$ cat config.mk
export PLATFORM = sky130hd
export DESIGN_NAME = sync_length_frame_receiver
export DESIGN_NICKNAME = d
export VERILOG_FILES = /design/src/rtl/slfr_pkg.sv /design/src/rtl/slfr_cfg_regs.sv /design/src/rtl/slfr_in_reg.sv /design/src/rtl/slfr_parser.sv /design/src/rtl/slfr_out_reg.sv /design/src/rtl/sync_length_frame_receiver.sv
export VERILOG_INCLUDE_DIRS = /design/src /design/src/rtl
export SDC_FILE = /design/constraint.sdc
export NUM_CORES = 1
export LEC_CHECK = 0
export ABC_CLOCK_PERIOD_IN_PS = 3600
export BUFFER_PORTS_ARGS = -buffer_cell sky130_fd_sc_hd__buf_2
export CORE_MARGIN = 3
export CORE_UTILIZATION = 23
export CTS_BUF_LIST = sky130_fd_sc_hd__clkbuf_16
export DETAILED_ROUTE_END_ITERATION = 10
export REMOVE_ABC_BUFFERS = 1
export SLEW_MARGIN = 20
export SYNTH_ARGS = -nofsm -noshare
export SYNTH_HDL_FRONTEND = slang
export SYNTH_SLANG_ARGS = --single-unit
$ cat constraint.sdc
create_clock -name i_clk -period 3.6 [get_ports i_clk]
set_input_delay 0.18 -clock i_clk [delete_from_list [all_inputs] [get_ports i_clk]]
set_output_delay 0.18 -clock i_clk [all_outputs]
set_load 0.01 [all_outputs]
$ cat src/rtl/sync_length_frame_receiver_assert.svh
// ----------------------------------------------------------------------------
// sync_length_frame_receiver_assert.svh
// assertion macros used by the frame receiver parser
// ----------------------------------------------------------------------------
`ifndef SYNC_LENGTH_FRAME_RECEIVER_ASSERT_SVH
`define SYNC_LENGTH_FRAME_RECEIVER_ASSERT_SVH

`ifndef ASSERT_OFF
// clocked property check, disabled while reset is held
`define SLFR_ASSERT(lbl, clk, rst_n, prop) \
    lbl: assert property (@(posedge clk) disable iff (!rst_n) prop) \
        else $error("slfr assertion failed");
// same check with a message of the caller's choice
`define SLFR_ASSERT_MSG(lbl, clk, rst_n, prop, msg) \
    lbl: assert property (@(posedge clk) disable iff (!rst_n) prop) \
        else $error(msg);
`else
`define SLFR_ASSERT(lbl, clk, rst_n, prop)
`define SLFR_ASSERT_MSG(lbl, clk, rst_n, prop, msg)
`endif

`endif

$ cat src/rtl/slfr_pkg.sv
// ----------------------------------------------------------------------------
// slfr_pkg
// types and constants of the sync/length frame receiver
// ----------------------------------------------------------------------------
package slfr_pkg;

    // request kinds on the input stream
    localparam logic REQ_BYTE = 1'b0;
    localparam logic REQ_TICK = 1'b1;

    // configuration register indexes
    localparam logic [2:0] CFG_SYNC_BYTE      = 3'd0;
    localparam logic [2:0] CFG_STD_TYPE_BYTE  = 3'd1;
    localparam logic [2:0] CFG_CMD_TYPE_BYTE  = 3'd2;
    localparam logic [2:0] CFG_MAX_STD_LENGTH = 3'd3;
    localparam logic [2:0] CFG_MAX_CMD_LENGTH = 3'd4;
    localparam logic [2:0] CFG_STALL_TIMEOUT  = 3'd5;

    // byte positions within a frame
    localparam logic [16:0] POS_SYNC    = 17'd0;
    localparam logic [16:0] POS_TYPE    = 17'd1;
    localparam logic [16:0] POS_LEN_HI  = 17'd2;
    localparam logic [16:0] POS_LEN_LO  = 17'd3;
    localparam logic [16:0] POS_PAYLOAD = 17'd4;

    typedef enum logic [1:0] {
        ST_NONE        = 2'd0,
        ST_LEN_REJECT  = 2'd1,
        ST_STALL_ABORT = 2'd2,
        ST_BAD_TYPE    = 2'd3
    } t_status;

    typedef struct packed {
        logic [7:0]  sync_byte;
        logic [7:0]  std_type_byte;
        logic [7:0]  cmd_type_byte;
        logic [15:0] max_std_length;
        logic [15:0] max_cmd_length;
        logic [15:0] stall_timeout;
    } t_cfg;

    typedef struct packed {
        logic        payload_valid;
        logic [7:0]  payload_byte;
        logic        frame_kind;
        logic        frame_done;
        logic [15:0] frame_length;
        t_status     status;
        logic        window_active;
    } t_result;

endpackage

$ cat src/rtl/slfr_cfg_regs.sv
// ----------------------------------------------------------------------------
// slfr_cfg_regs
// configuration register file written through the config channel
// ----------------------------------------------------------------------------
module slfr_cfg_regs
    import slfr_pkg::*;
(
    input  logic        i_clk,
    input  logic        i_rst_n,
    input  logic        i_cfg_valid,
    input  logic [2:0]  i_cfg_index,
    input  logic [15:0] i_cfg_data,
    output logic        o_cfg_ready,
    output t_cfg        o_cfg
);

    t_cfg r_cfg;
    t_cfg n_cfg;

    // writes are always taken
    assign o_cfg_ready = 1'b1;
    assign o_cfg       = r_cfg;

    // decode the register index
    always_comb begin
        n_cfg = r_cfg;
        if (i_cfg_valid) begin
            case (i_cfg_index)
                CFG_SYNC_BYTE:      n_cfg.sync_byte      = i_cfg_data[7:0];
                CFG_STD_TYPE_BYTE:  n_cfg.std_type_byte  = i_cfg_data[7:0];
                CFG_CMD_TYPE_BYTE:  n_cfg.cmd_type_byte  = i_cfg_data[7:0];
                CFG_MAX_STD_LENGTH: n_cfg.max_std_length = i_cfg_data;
                CFG_MAX_CMD_LENGTH: n_cfg.max_cmd_length = i_cfg_data;
                CFG_STALL_TIMEOUT:  n_cfg.stall_timeout  = i_cfg_data;
                default:            n_cfg = r_cfg;
            endcase
        end
    end

    // register file with reset values
    always_ff @(posedge i_clk) begin
        if (!i_rst_n) begin
            r_cfg.sync_byte      <= 8'd148;
            r_cfg.std_type_byte  <= 8'd195;
            r_cfg.cmd_type_byte  <= 8'd0;
            r_cfg.max_std_length <= 16'd512;
            r_cfg.max_cmd_length <= 16'd256;
            r_cfg.stall_timeout  <= 16'd1000;
        end else begin
            r_cfg <= n_cfg;
        end
    end

endmodule

$ cat src/rtl/slfr_in_reg.sv
// ----------------------------------------------------------------------------
// slfr_in_reg
// input register stage holding one request until the parser takes it
// ----------------------------------------------------------------------------
module slfr_in_reg
    import slfr_pkg::*;
(
    input  logic       i_clk,
    input  logic       i_rst_n,
    input  logic       s_axis_tvalid,
    output logic       s_axis_tready,
    input  logic [7:0] s_axis_tdata,   // [7:0] data_byte
    input  logic       s_axis_tuser,   // [0] req_type
    input  logic       i_take,
    output logic       o_valid,
    output logic       o_req_type,
    output logic [7:0] o_data_byte
);

    logic       r_valid;
    logic       r_req_type;
    logic [7:0] r_data_byte;
    logic       n_valid;
    logic       w_accept;

    // free when empty or when the held request moves on this cycle
    assign s_axis_tready = !r_valid || i_take;
    assign w_accept      = s_axis_tvalid && s_axis_tready;

    always_comb begin
        n_valid = r_valid;
        if (w_accept) begin
            n_valid = 1'b1;
        end else if (i_take) begin
            n_valid = 1'b0;
        end
    end

    // control
    always_ff @(posedge i_clk) begin
        if (!i_rst_n) begin
            r_valid <= 1'b0;
        end else begin
            r_valid <= n_valid;
        end
    end

    // payload
    always_ff @(posedge i_clk) begin
        if (w_accept) begin
            r_req_type  <= s_axis_tuser;
            r_data_byte <= s_axis_tdata;
        end
    end

    assign o_valid     = r_valid;
    assign o_req_type  = r_req_type;
    assign o_data_byte = r_data_byte;

endmodule

$ cat src/rtl/slfr_parser.sv
// ----------------------------------------------------------------------------
// slfr_parser
// frame state and per-request decode: sync, type, length, payload, timeout
// ----------------------------------------------------------------------------
`include "sync_length_frame_receiver_assert.svh"

module slfr_parser
    import slfr_pkg::*;
(
    input  logic       i_clk,
    input  logic       i_rst_n,
    input  logic       i_advance,
    input  logic       i_req_type,
    input  logic [7:0] i_data_byte,
    input  t_cfg       i_cfg,
    output t_result    o_result
);

    logic [16:0] r_pos;
    logic [7:0]  r_len_hi;
    logic [15:0] r_plen;
    logic        r_kind_cmd;
    logic        r_window;
    logic [15:0] r_stall;

    logic [16:0] n_pos;
    logic [7:0]  n_len_hi;
    logic [15:0] n_plen;
    logic        n_kind_cmd;
    logic        n_window;
    logic [15:0] n_stall;

    logic [15:0] w_len;
    logic [15:0] w_limit;
    logic        w_last;
    t_result     w_res;

    assign w_len   = {r_len_hi, i_data_byte};
    assign w_limit = r_kind_cmd ? i_cfg.max_cmd_length : i_cfg.max_std_length;
    // payload position reaches the final byte of the frame
    assign w_last  = ({1'b0, r_pos} + 18'd1) >= ({2'b00, r_plen} + 18'd4);

    // next state and result for the held request
    always_comb begin
        n_pos      = r_pos;
        n_len_hi   = r_len_hi;
        n_plen     = r_plen;
        n_kind_cmd = r_kind_cmd;
        n_window   = r_window;
        n_stall    = r_stall;
        w_res      = '0;
        w_res.status = ST_NONE;

        if (i_req_type == REQ_TICK) begin
            // tick only matters while a command window is open
            if (r_window) begin
                n_stall = r_stall + 16'd1;
                if (n_stall >= i_cfg.stall_timeout) begin
                    n_pos            = POS_SYNC;
                    n_window         = 1'b0;
                    w_res.status     = ST_STALL_ABORT;
                    w_res.frame_kind = 1'b1;
                end
            end
        end else begin
            case (r_pos)
                POS_SYNC: begin
                    if (i_data_byte == i_cfg.sync_byte) begin
                        n_pos = POS_TYPE;
                    end
                end
                POS_TYPE: begin
                    if (i_data_byte == i_cfg.std_type_byte) begin
                        n_kind_cmd = 1'b0;
                        n_window   = 1'b0;
                        n_pos      = POS_LEN_HI;
                    end else if (i_data_byte == i_cfg.cmd_type_byte) begin
                        n_kind_cmd = 1'b1;
                        n_window   = 1'b1;
                        n_stall    = 16'd0;
                        n_pos      = POS_LEN_HI;
                    end else begin
                        n_pos        = POS_SYNC;
                        n_window     = 1'b0;
                        w_res.status = ST_BAD_TYPE;
                    end
                end
                POS_LEN_HI: begin
                    n_len_hi = i_data_byte;
                    n_pos    = POS_LEN_LO;
                end
                POS_LEN_LO: begin
                    n_plen             = w_len;
                    w_res.frame_kind   = r_kind_cmd;
                    w_res.frame_length = w_len;
                    if (w_len > w_limit) begin
                        n_pos        = POS_SYNC;
                        n_window     = 1'b0;
                        w_res.status = ST_LEN_REJECT;
                    end else if (w_len == 16'd0) begin
                        // empty frame ends on its length byte
                        w_res.frame_done = 1'b1;
                        n_pos            = POS_SYNC;
                        if (r_kind_cmd) begin
                            n_window = 1'b0;
                        end
                    end else begin
                        n_pos = POS_PAYLOAD;
                    end
                end
                default: begin
                    w_res.payload_valid = 1'b1;
                    w_res.payload_byte  = i_data_byte;
                    w_res.frame_kind    = r_kind_cmd;
                    w_res.frame_length  = r_plen;
                    if (w_last) begin
                        w_res.frame_done = 1'b1;
                        n_pos            = POS_SYNC;
                        if (r_kind_cmd) begin
                            n_window = 1'b0;
                        end
                    end else begin
                        n_pos = r_pos + 17'd1;
                    end
                end
            endcase
        end
        w_res.window_active = n_window;
    end

    assign o_result = w_res;

    // frame state, updated when the request moves to the result stage
    always_ff @(posedge i_clk) begin
        if (!i_rst_n) begin
            r_pos      <= POS_SYNC;
            r_len_hi   <= 8'd0;
            r_plen     <= 16'd0;
            r_kind_cmd <= 1'b0;
            r_window   <= 1'b0;
            r_stall    <= 16'd0;
        end else if (i_advance) begin
            r_pos      <= n_pos;
            r_len_hi   <= n_len_hi;
            r_plen     <= n_plen;
            r_kind_cmd <= n_kind_cmd;
            r_window   <= n_window;
            r_stall    <= n_stall;
        end
    end

    // payload position never runs past the last byte of the frame
    `SLFR_ASSERT_MSG(a_pos_in_frame, i_clk, i_rst_n,
        (r_pos >= POS_PAYLOAD) |-> (({1'b0, r_pos} + 18'd1) <= ({2'b00, r_plen} + 18'd4)),
        "payload position beyond frame length")
    // an open window always belongs to a command frame
    `SLFR_ASSERT(a_window_kind, i_clk, i_rst_n, r_window |-> r_kind_cmd)
    // the window is closed whenever the parser is hunting for sync
    `SLFR_ASSERT(a_window_hunt, i_clk, i_rst_n, r_window |-> (r_pos != POS_SYNC))
    // a stall abort always leaves the window closed
    `SLFR_ASSERT(a_abort_closes, i_clk, i_rst_n,
        (i_advance && (w_res.status == ST_STALL_ABORT)) |=> !r_window)

endmodule

$ cat src/rtl/slfr_out_reg.sv
// ----------------------------------------------------------------------------
// slfr_out_reg
// result register driving the master stream
// ----------------------------------------------------------------------------
module slfr_out_reg
    import slfr_pkg::*;
(
    input  logic        i_clk,
    input  logic        i_rst_n,
    input  logic        i_load,
    input  t_result     i_result,
    output logic        o_ready,
    output logic        m_axis_tvalid,
    input  logic        m_axis_tready,
    output logic [31:0] m_axis_tdata,  // [7:0] payload_byte, [23:8] frame_length,
                                       // [25:24] status, [26] window_active, rest 0
    output logic [1:0]  m_axis_tuser,  // [0] payload_valid, [1] frame_kind
    output logic        m_axis_tlast   // frame_done
);

    logic    r_valid;
    logic    n_valid;
    t_result r_result;

    // room for a new result when empty or the current one leaves now
    assign o_ready = !r_valid || m_axis_tready;

    always_comb begin
        n_valid = r_valid;
        if (i_load) begin
            n_valid = 1'b1;
        end else if (m_axis_tready) begin
            n_valid = 1'b0;
        end
    end

    // control
    always_ff @(posedge i_clk) begin
        if (!i_rst_n) begin
            r_valid <= 1'b0;
        end else begin
            r_valid <= n_valid;
        end
    end

    // payload
    always_ff @(posedge i_clk) begin
        if (i_load) begin
            r_result <= i_result;
        end
    end

    // pack the result onto the stream
    assign m_axis_tvalid = r_valid;
    assign m_axis_tdata  = {5'd0, r_result.window_active, r_result.status,
                            r_result.frame_length, r_result.payload_byte};
    assign m_axis_tuser  = {r_result.frame_kind, r_result.payload_valid};
    assign m_axis_tlast  = r_result.frame_done;

endmodule

$ cat src/rtl/sync_length_frame_receiver.sv
// ----------------------------------------------------------------------------
// sync_length_frame_receiver
// sync-byte, length-prefixed frame receiver with command window timeout
// ----------------------------------------------------------------------------
// channel   direction  handshake                       contents
// s_axis    in         s_axis_tvalid / s_axis_tready   tdata byte, tuser 0 byte 1 tick
// m_axis    out        m_axis_tvalid / m_axis_tready   one result per request
// cfg       in         i_cfg_valid / o_cfg_ready       register index and data
//
// each request passes through the input register and then the result
// register; a request is accepted every cycle while results drain.
// the frame state advances as a request moves into the result register, so
// the single pass of decode logic between the two registers sets the rate.
// reset (synchronous, active low) clears the stages, the frame state and
// loads the register defaults; a stalled m_axis holds both stages.
// ----------------------------------------------------------------------------
module sync_length_frame_receiver
    import slfr_pkg::*;
(
    input  logic        i_clk,
    input  logic        i_rst_n,
    input  logic        s_axis_tvalid,
    output logic        s_axis_tready,
    input  logic [7:0]  s_axis_tdata,   // [7:0] data_byte
    input  logic        s_axis_tuser,   // [0] req_type
    output logic        m_axis_tvalid,
    input  logic        m_axis_tready,
    output logic [31:0] m_axis_tdata,   // [7:0] payload_byte, [23:8] frame_length,
                                        // [25:24] status, [26] window_active
    output logic [1:0]  m_axis_tuser,   // [0] payload_valid, [1] frame_kind
    output logic        m_axis_tlast,   // frame_done
    input  logic        i_cfg_valid,
    output logic        o_cfg_ready,
    input  logic [2:0]  i_cfg_index,
    input  logic [15:0] i_cfg_data
);

    t_cfg       w_cfg;
    t_result    w_result;
    logic       w_in_valid;
    logic       w_req_type;
    logic [7:0] w_data_byte;
    logic       w_out_ready;
    logic       w_advance;

    // request moves from input to result register
    assign w_advance = w_in_valid && w_out_ready;

    slfr_cfg_regs u_cfg_regs (
        .i_clk       (i_clk),
        .i_rst_n     (i_rst_n),
        .i_cfg_valid (i_cfg_valid),
        .i_cfg_index (i_cfg_index),
        .i_cfg_data  (i_cfg_data),
        .o_cfg_ready (o_cfg_ready),
        .o_cfg       (w_cfg)
    );

    slfr_in_reg u_in_reg (
        .i_clk         (i_clk),
        .i_rst_n       (i_rst_n),
        .s_axis_tvalid (s_axis_tvalid),
        .s_axis_tready (s_axis_tready),
        .s_axis_tdata  (s_axis_tdata),
        .s_axis_tuser  (s_axis_tuser),
        .i_take        (w_advance),
        .o_valid       (w_in_valid),
        .o_req_type    (w_req_type),
        .o_data_byte   (w_data_byte)
    );

    slfr_parser u_parser (
        .i_clk       (i_clk),
        .i_rst_n     (i_rst_n),
        .i_advance   (w_advance),
        .i_req_type  (w_req_type),
        .i_data_byte (w_data_byte),
        .i_cfg       (w_cfg),
        .o_result    (w_result)
    );

    slfr_out_reg u_out_reg (
        .i_clk         (i_clk),
        .i_rst_n       (i_rst_n),
        .i_load        (w_advance),
        .i_result      (w_result),
        .o_ready       (w_out_ready),
        .m_axis_tvalid (m_axis_tvalid),
        .m_axis_tready (m_axis_tready),
        .m_axis_tdata  (m_axis_tdata),
        .m_axis_tuser  (m_axis_tuser),
        .m_axis_tlast  (m_axis_tlast)
    );

endmodule

==> results of run 1 <==
flip-flops by register name (all words and copies together) (netlist names):
name / cells
u_cfg_regs.o_cfg: 72
u_in_reg.o_data_byte: 8
u_in_reg.o_req_type: 1
u_in_reg.o_valid: 1
u_out_reg.m_axis_tdata: 27
u_out_reg.m_axis_tlast: 1
u_out_reg.m_axis_tuser: 2
u_out_reg.m_axis_tvalid: 1
u_parser.r_kind_cmd: 1
u_parser.r_len_hi: 8
u_parser.r_plen: 16
u_parser.r_pos: 17
u_parser.r_stall: 16
u_parser.r_window: 1
cells in the final DEF, fill, tap and decap left out, drive strengths merged, types with 4 or more instances in the layout:
cell type,instances
xnor2,27
or3,9
a21oi,99
a21boi,7
xor2,35
a21o,14
dfxtp,133
conb,6
clkinv,5
a22o,23
clkbuf,17
and2,4
ha,55
buf,100
nand2b,6
nor2b,4
nor2,64
or2,7
nor3,14
dlygate4sd3,13
nand3,38
mux2i,31
nand2,203
or4,4
o21ai,26
nor4,15
and4,4
inv,37
a211oi,4
and3,13
edfxtp,39
o211ai,9
nand4,14
o21a,6
final timing paths:
path,endpoint,slack [ps]
max,u_parser.r_pos[6],250
min,u_cfg_regs.o_cfg[28],20
max reg2reg,u_parser.r_pos[6],250
min reg2reg,u_cfg_regs.o_cfg[30],460
power groups by stage:
stage               logic, mW  registers, mW  clock network [mW]
global route            0.342           2.05                1.89
CTS                     0.313           2.04                1.83
floorplan               0.149           2.09                   0
finish                  0.312           2.04                1.78
detailed placement      0.300           2.09                   0
global placement        0.295           2.09                   0
area by class of cell:
cell class	count	area, um^2
inverter	31	116.4
clock inverter	15	137.6
antenna	1	2.502
clock buffer	17	425.4
sequential	172	3839
tap	511	639.4
fill	4024	27280
timing repair buffer	113	733.2
multi-input combinational	764	4762
metrics by stage:
step | total power, mW | utilization, % | setup WS (ps)
2_1_floorplan | 2.240 | - | 56.33
3_3_place_gp | 2.380 | 26.18 | 84.84
3_5_place_dp | 2.385 | 26.19 | 15.53
4_1_cts | 4.180 | 28.01 | 3.523
5_1_grt | 4.281 | 28.09 | 17.29
6_report | 4.133 | 28.09 | 251.5
per-layer routing:
metal,wire length [um],vias to the layer above
met5,15,-
li1,-,3715
met2,12010,168
met3,1413,33
met1,11180,3499
met4,357,4
worst max-delay path: stages (launching register included):
cell       delay (ps)
dfxtp_2           370
nand4_2           130
or4_4             510
nor2_1            140
and3_1            210
xor2_2            170
ha_1              280
and4_1            180
nor4bb_1          130
o21ai_1           140
o2111ai_2         160
or4_4             600
o21ai_2           130
o31a_1            140
logic make-up (layout without fill, tap and decap cells):
| group | after synthesis | after routing | synth area share [%] |
|---|---|---|---|
| adders and majority gates | 55 | 55 | 7.707 |
| and+or+nand+nor | 401 | 401 | 20.77 |
| DFF | 172 | 172 | 42.94 |
| AOI/OAI and AO/OA | 208 | 208 | 14.66 |
| other | 2 | 7 | 0.08411 |
| xor gates and xnor gates | 62 | 62 | 6.082 |
| buffers and inverters | 84 | 176 | 4.162 |
| muxes | 32 | 32 | 3.601 |
what timing repair did:
item | in CTS | in global routing
hold endpoints to repair | 16 | 0
setup endpoints to repair | 0 | 20
hold buffers | 13 | 0
resized for setup | 0 | 10
cell usage after synthesis (all sizes together) (6+ instances only):
| library cell | instances | share of area, % |
|---|---|---|
| nand2 | 203 | 8.5 |
| dfxtp | 133 | 30 |
| a21oi | 99 | 5.5 |
| nor2 | 64 | 2.7 |
| ha | 55 | 7.7 |
| edfxtp | 39 | 13 |
| nand3 | 38 | 2.1 |
| xor2 | 35 | 3.4 |
| clkbuf | 31 | 1.3 |
| inv | 31 | 1.3 |
| mux2i | 31 | 3.5 |
| xnor2 | 27 | 2.6 |
| o21ai | 26 | 1.5 |
| a22o | 23 | 2.3 |
| buf | 22 | 1.6 |
| nor4 | 15 | 1.4 |
| a21o | 14 | 1.2 |
| nand4 | 14 | 1.1 |
| nor3 | 14 | 0.84 |
| and3 | 13 | 0.91 |
| o211ai | 9 | 0.76 |
| or3 | 9 | 0.63 |
| a21boi | 7 | 0.59 |
| or2 | 7 | 0.49 |
| nand2b | 6 | 0.42 |
| o21a | 6 | 0.50 |
==> results.json, run 1 <==
{
  "worstSetupStartpointType": "flip-flop",
  "cts-root-buf": "clkbuf_16",
  "end_kind": "flip-flop",
  "cts_made_buffers": 17,
  "fin_crit_sh_pct": 93.01,
  "worst_pin_slew_ps": 1060,
  "drc_errors": 0,
  "timing.rr.start": "u_parser.r_pos[5]",
  "status": "finished, final reports clean",
  "grt_use_met2_pct": 20.27,
  "switchingPower_mw": 1.048,
  "ys_warn_count": 0,
  "syn_area_per_cell_um2": 8.788,
  "cts_tree": "done",
  "rsz0062_at_grt": "no",
  "overflow": 0,
  "pin_count": 71,
  "yosysSeqAreaShare_pct": 42.94,
  "synth_seq_cells": 172,
  "finalSetupViolCount": 0,
  "rows": 71,
  "clock_latency_ps": 440,
  "arrival_ps": 3730,
  "startpoint": "u_parser.r_pos[5]",
  "finalNetCount": 1187,
  "vias": 7419,
  "layout-drive-gt1-share_pct": 14.39,
  "yosysUniqueCellTypes": 60,
  "worstRegToRegCells": 13,
  "fin_crit_ps": 3349,
  "grtUsageMet1_pct": 15.55,
  "first_iter_violations": 504,
  "cp.required_ps": 3980,
  "dpl.cell_count": 1578,
  "clk_pin_slew_ps": 70,
  "p_int_mw": 3.085,
  "slew-limit-headroom_pct": 29.32,
  "vias_per_cell": 4.568,
  "drtAntennaViolNets": 0,
  "hp-class": "input pin to flip-flop",
  "grt_pass1_vias": 7174,
  "synth_edf_count": 39,
  "min_path_cells": 3,
  "syn-cell-area_um2": 8929,
  "critPathKind": "flip-flop to flip-flop",
  "grt_antenna_before_repair": 3,
  "die_h_um": 203.0,
  "async_reset_ff_share_pct": 0,
  "portBuffers": 64,
  "slew_viol_final": 0,
  "finalHoldViolCount": 0,
  "fin_area_um2": 10660,
  "p_clk_share_pct": 43.0,
  "instances_no_fill": 1624,
  "pwr-share-seq_pct": 49.4,
  "die-area_um2": 41220,
  "finalClockSkew_ps": 10.44,
  "wire_per_inst_um": 15.38,
  "cts_setup_buffers": 0,
  "coreArea_um2": 37930,
  "syn-instance-count": 1016,
  "dpl.hpwl_um": 18220,
  "synth_flop_cell": "dfxtp_1",
  "top_usage_layer": "met2",
  "cap_violations": 0,
  "htreeDepth": 4,
  "start_util_pct": 23.54,
  "die_x_um": 203.0,
  "grt_max_degree": 97,
  "p_leak_nw": 4.100,
  "drt_pass1_iterations": 5,
  "pwr-share-comb_pct": 7.6,
  "ir_worst_vdd_v": 0.0002367,
  "critPathMaxFanout": 6,
  "area_delta_synth_final_pct": 19.34,
  "tns_ps": 0,
  "power.density_nw_per_um2": 387.9,
  "hp-start": "i_cfg_data[12]",
  "grt_pass1_wl_um": 39300,
  "clock_path_buffers": 2,
  "holdWs_ps": 16.48,
  "place_area_um2": 9933,
  "met3_usage_pct": 2.437,
  "cts.sinks": 172,
  "max_freq_mhz": 298.6,
  "grt_usage_pct": 12.01,
  "place_congestion": 0.8608,
  "switching_share_pct": 25.35,
  "wirelength_um": 24980
}
Note: power is estimated with default switching activity, not from simulation.
==> inputs of run 2 (changes only) <==
Settings changed: ABC_AREA set to 1, CAP_MARGIN set to 30.
==> run 2 against run 1 <==
- sequential share of layout area is 0.54 points lower
- register-to-register slack lost 40 ps
- utilization decreased by 0.45 points
- routed wire length grew 0.36%
- worst setup slack worse by 42 ps
- die area increased by 2.9%
- non-clock buffer count decreased by 30
- total power rose by 4.0%
- clock skew rose by 9.4 ps
- via count rose by 3.5%
- clock-buffer cell count increased by 1
- fmax fell by 1.2%
- largest cell class unchanged
- highest routed layer unchanged
==> results.json, run 2 <==
{
  "first_iter_violations": 513,
  "tns_ps": 0,
  "worst_pin_slew_ps": 927.5,
  "cts_tree": "done",
  "coreArea_um2": 39100,
  "hp-start": "i_cfg_data[11]",
  "rows": 72,
  "max_freq_mhz": 295.0,
  "clk_pin_slew_ps": 80,
  "wire_per_inst_um": 14.28,
  "portBuffers": 64,
  "start_util_pct": 23.52,
  "final_cell_mix": "nand2_1 (184), nor2_1 (133), dfxtp_1 (132)",
  "grt_pass1_vias": 7255,
  "clock_latency_ps": 440,
  "hp-class": "input pin to flip-flop",
  "end_kind": "flip-flop",
  "die_h_um": 206.0,
  "drtAntennaViolNets": 0,
  "pin_count": 71,
  "ys_warn_count": 0,
  "fin_crit_sh_pct": 94.17,
  "drc_errors": 0,
  "met3_usage_pct": 2.363,
  "synth_flop_cell": "dfxtp_1",
  "mostFrequentLayoutCell": "nand2_1",
  "area_delta_synth_final_pct": 17.52,
  "multiInputGateArea_um2": 4653,
  "final-seq-area_um2": 3835,
  "vias": 7678,
  "slew-limit-headroom_pct": 37.69,
  "slew_viol_final": 0,
  "power.density_nw_per_um2": 397.8,
  "muxShareOfSynthArea_pct": 0.1088,
  "finalNetCount": 1310,
  "synthMostInstantiatedCell": "nand2_1",
  "p_leak_nw": 4.337,
  "timing.rr.start": "u_parser.r_pos[1]",
  "yosysSeqAreaShare_pct": 41.69,
  "worstHoldEndpoint": "u_cfg_regs.o_cfg[27]",
  "clock_path_buffers": 2,
  "min_path_cells": 3,
  "top_usage_layer": "met2",
  "grt_antenna_before_repair": 4,
  "synth.largest_area_cell": "dfxtp_1",
  "syn_area_per_cell_um2": 7.914,
  "synth_compound_area_share_pct": 14.79,
  "finalHoldViolCount": 0,
  "synthTopCellsByCount": "nand2_1 (185), dfxtp_1 (133), nor2_1 (133)",
  "finalClockSkew_ps": 19.81,
  "synth_adder_area_share_pct": 7.483,
  "cp.required_ps": 3950,
  "worstRegToRegCells": 22,
  "r2r_setup_slack_ps": 210,
  "r2r_end": "u_parser.r_pos[5]",
  "dpl.hpwl_um": 18090,
  "finalSetupViolCount": 0,
  "instances_no_fill": 1756,
  "cts.sinks": 172,
  "critPathMaxFanout": 13,
  "utilization_pct": 27.64,
  "cts_made_buffers": 17,
  "place_area_um2": 10000,
  "htreeDepth": 4,
  "die-area_um2": 42420,
  "yosys.area_share.simple_pct": 22.03,
  "grt_usage_pct": 11.79,
  "wirelength_um": 25070,
  "synth_top_area_share_pct": 28.95,
  "syn-instance-count": 1162,
  "fin_crit_ps": 3390,
  "cap_violations": 0,
  "synth_area_leaders": "dfxtp_1 (29%), edfxtp_1 (13%), nand2_1 (7.6%)",
  "grt_use_met2_pct": 19.63,
  "holdWs_ps": 16.18,
  "arrival_ps": 3740,
  "drt_pass1_iterations": 5,
  "grt_pass1_wl_um": 39100,
  "synth_xor_xnor_area_share_pct": 5.429,
  "rsz0062_at_grt": "no",
  "die_x_um": 206.0,
  "largest_register_ffs": 72,
  "dpl.cell_count": 1709,
  "ir_worst_vdd_v": 0.0002420,
  "fin_area_um2": 10810,
  "place_congestion": 0.8927,
  "async_reset_ff_share_pct": 0,
  "worstSetupStartpointType": "flip-flop",
  "cts-root-buf": "clkbuf_16",
  "grtUsageMet1_pct": 15.54,
  "layout-drive-gt1-share_pct": 15.22,
  "status": "finished, final reports clean",
  "synth_seq_cells": 172,
  "grt_max_degree": 54,
  "fillers": 4250,
  "synth_top_family_by_area": "simple AND/OR/NAND/NOR gates",
  "synth_edf_count": 39,
  "critPathKind": "flip-flop to flip-flop",
  "overflow": 0,
  "yosysUniqueCellTypes": 43,
  "vias_per_cell": 4.372,
  "syn-cell-area_um2": 9196
}
==> run 2: changes by cell type after synthesis, moves of 16 or more <==
cell / delta
a21oi_1: +24
a22o_1: -23
inv_1: +92
inv_2: +21
mux2i_1: -30
nand2_1: -18
nor2_1: +69
o21ai_0: +60
xnor2_1: -21
xor2_1: +16
==> run 2: how the worst max path moves through the flow <==
stage,start,cells past startpoint,endpoint
floorplan,u_parser.r_stall[0],19,u_parser.r_pos[3]
global route,u_parser.r_pos[1],22,u_parser.r_pos[15]
global placement,u_parser.r_pos[0],21,u_parser.r_pos[4]
detailed placement,u_parser.r_pos[0],21,u_parser.r_pos[4]
CTS,u_parser.r_pos[0],21,u_parser.r_pos[4]
finish,u_parser.r_pos[1],22,u_parser.r_pos[5]
==> run 2: logic make-up after synthesis <==
logic type               count (synthesis)
AO/OA/AOI/OAI                          249
XOR/XNOR                                57
adder cells (fa/ha/maj)                 55
buffers and inverters                  190
flip-flops                             172
multiplexers                             1
other                                    2
AND/OR/NAND/NOR                        436
==> run 2: metal layers <==
metal	vias to the layer above	part of all wire (%)
met5	-	0.056
met3	29	4.7
li1	3943	-
met4	4	1.7
met2	154	47
met1	3548	47
==> run 2: area by class of cell <==
| class | instances | share of cell area, % |
|---|---|---|
| well taps | 518 | 5.997 |
| inverters | 144 | 5.047 |
| multi-input cells | 804 | 43.05 |
| repair buffers | 83 | 4.816 |
| flip-flops and latches | 172 | 35.48 |
| diodes | 3 | 0.06946 |
| clock inverters | 14 | 1.366 |
| clock buffers | 18 | 4.168 |
==> run 2: repair_timing <==
action / 4_1_cts / 5_1_grt
endpoints found under the hold margin: 10 / 0
setup endpoints to repair: 0 / 19
buffers inserted: 0 / 1
hold buffers: 10 / 0
resized for setup: 0 / 13
==> run 2: critical path: stages (launching register included) <==
cell,delay [ps]
dfxtp_1,400
ha_2,270
nand3_2,140
nor3_4,190
nand2_2,90
nor2_4,110
nand3_2,90
nor2_2,130
nand2_2,90
xor2_2,220
ha_1,290
nand2_1,80
nor2_1,50
a211oi_1,230
nand2_1,90
nand2_1,60
nand2_1,50
nand2_1,90
nand2_2,120
nor2_8,160
buf_12,160
nand3_1,70
a21oi_1,150
==> run 2: per-stage QoR <==
| step | power, mW | setup slack (ps) |
|---|---|---|
| global placement | 2.466 | 229.5 |
| detailed placement | 2.474 | 103.9 |
| floorplan | 2.326 | 585.1 |
| global route | 4.458 | 9.472 |
| CTS | 4.320 | 72.77 |
| finish | 4.300 | 209.8 |
==> run 2: report_power, final <==
| group | internal [mW] | leakage, nW | total (mW) | switching, mW |
|---|---|---|---|---|
| combinational | 0.127 | 2.58 | 0.376 | 0.249 |
| sequential | 2.03 | 1.46 | 2.07 | 0.0428 |
| clock | 0.967 | 0.295 | 1.85 | 0.885 |
| total | 3.12 | 4.34 | 4.30 | 1.18 |
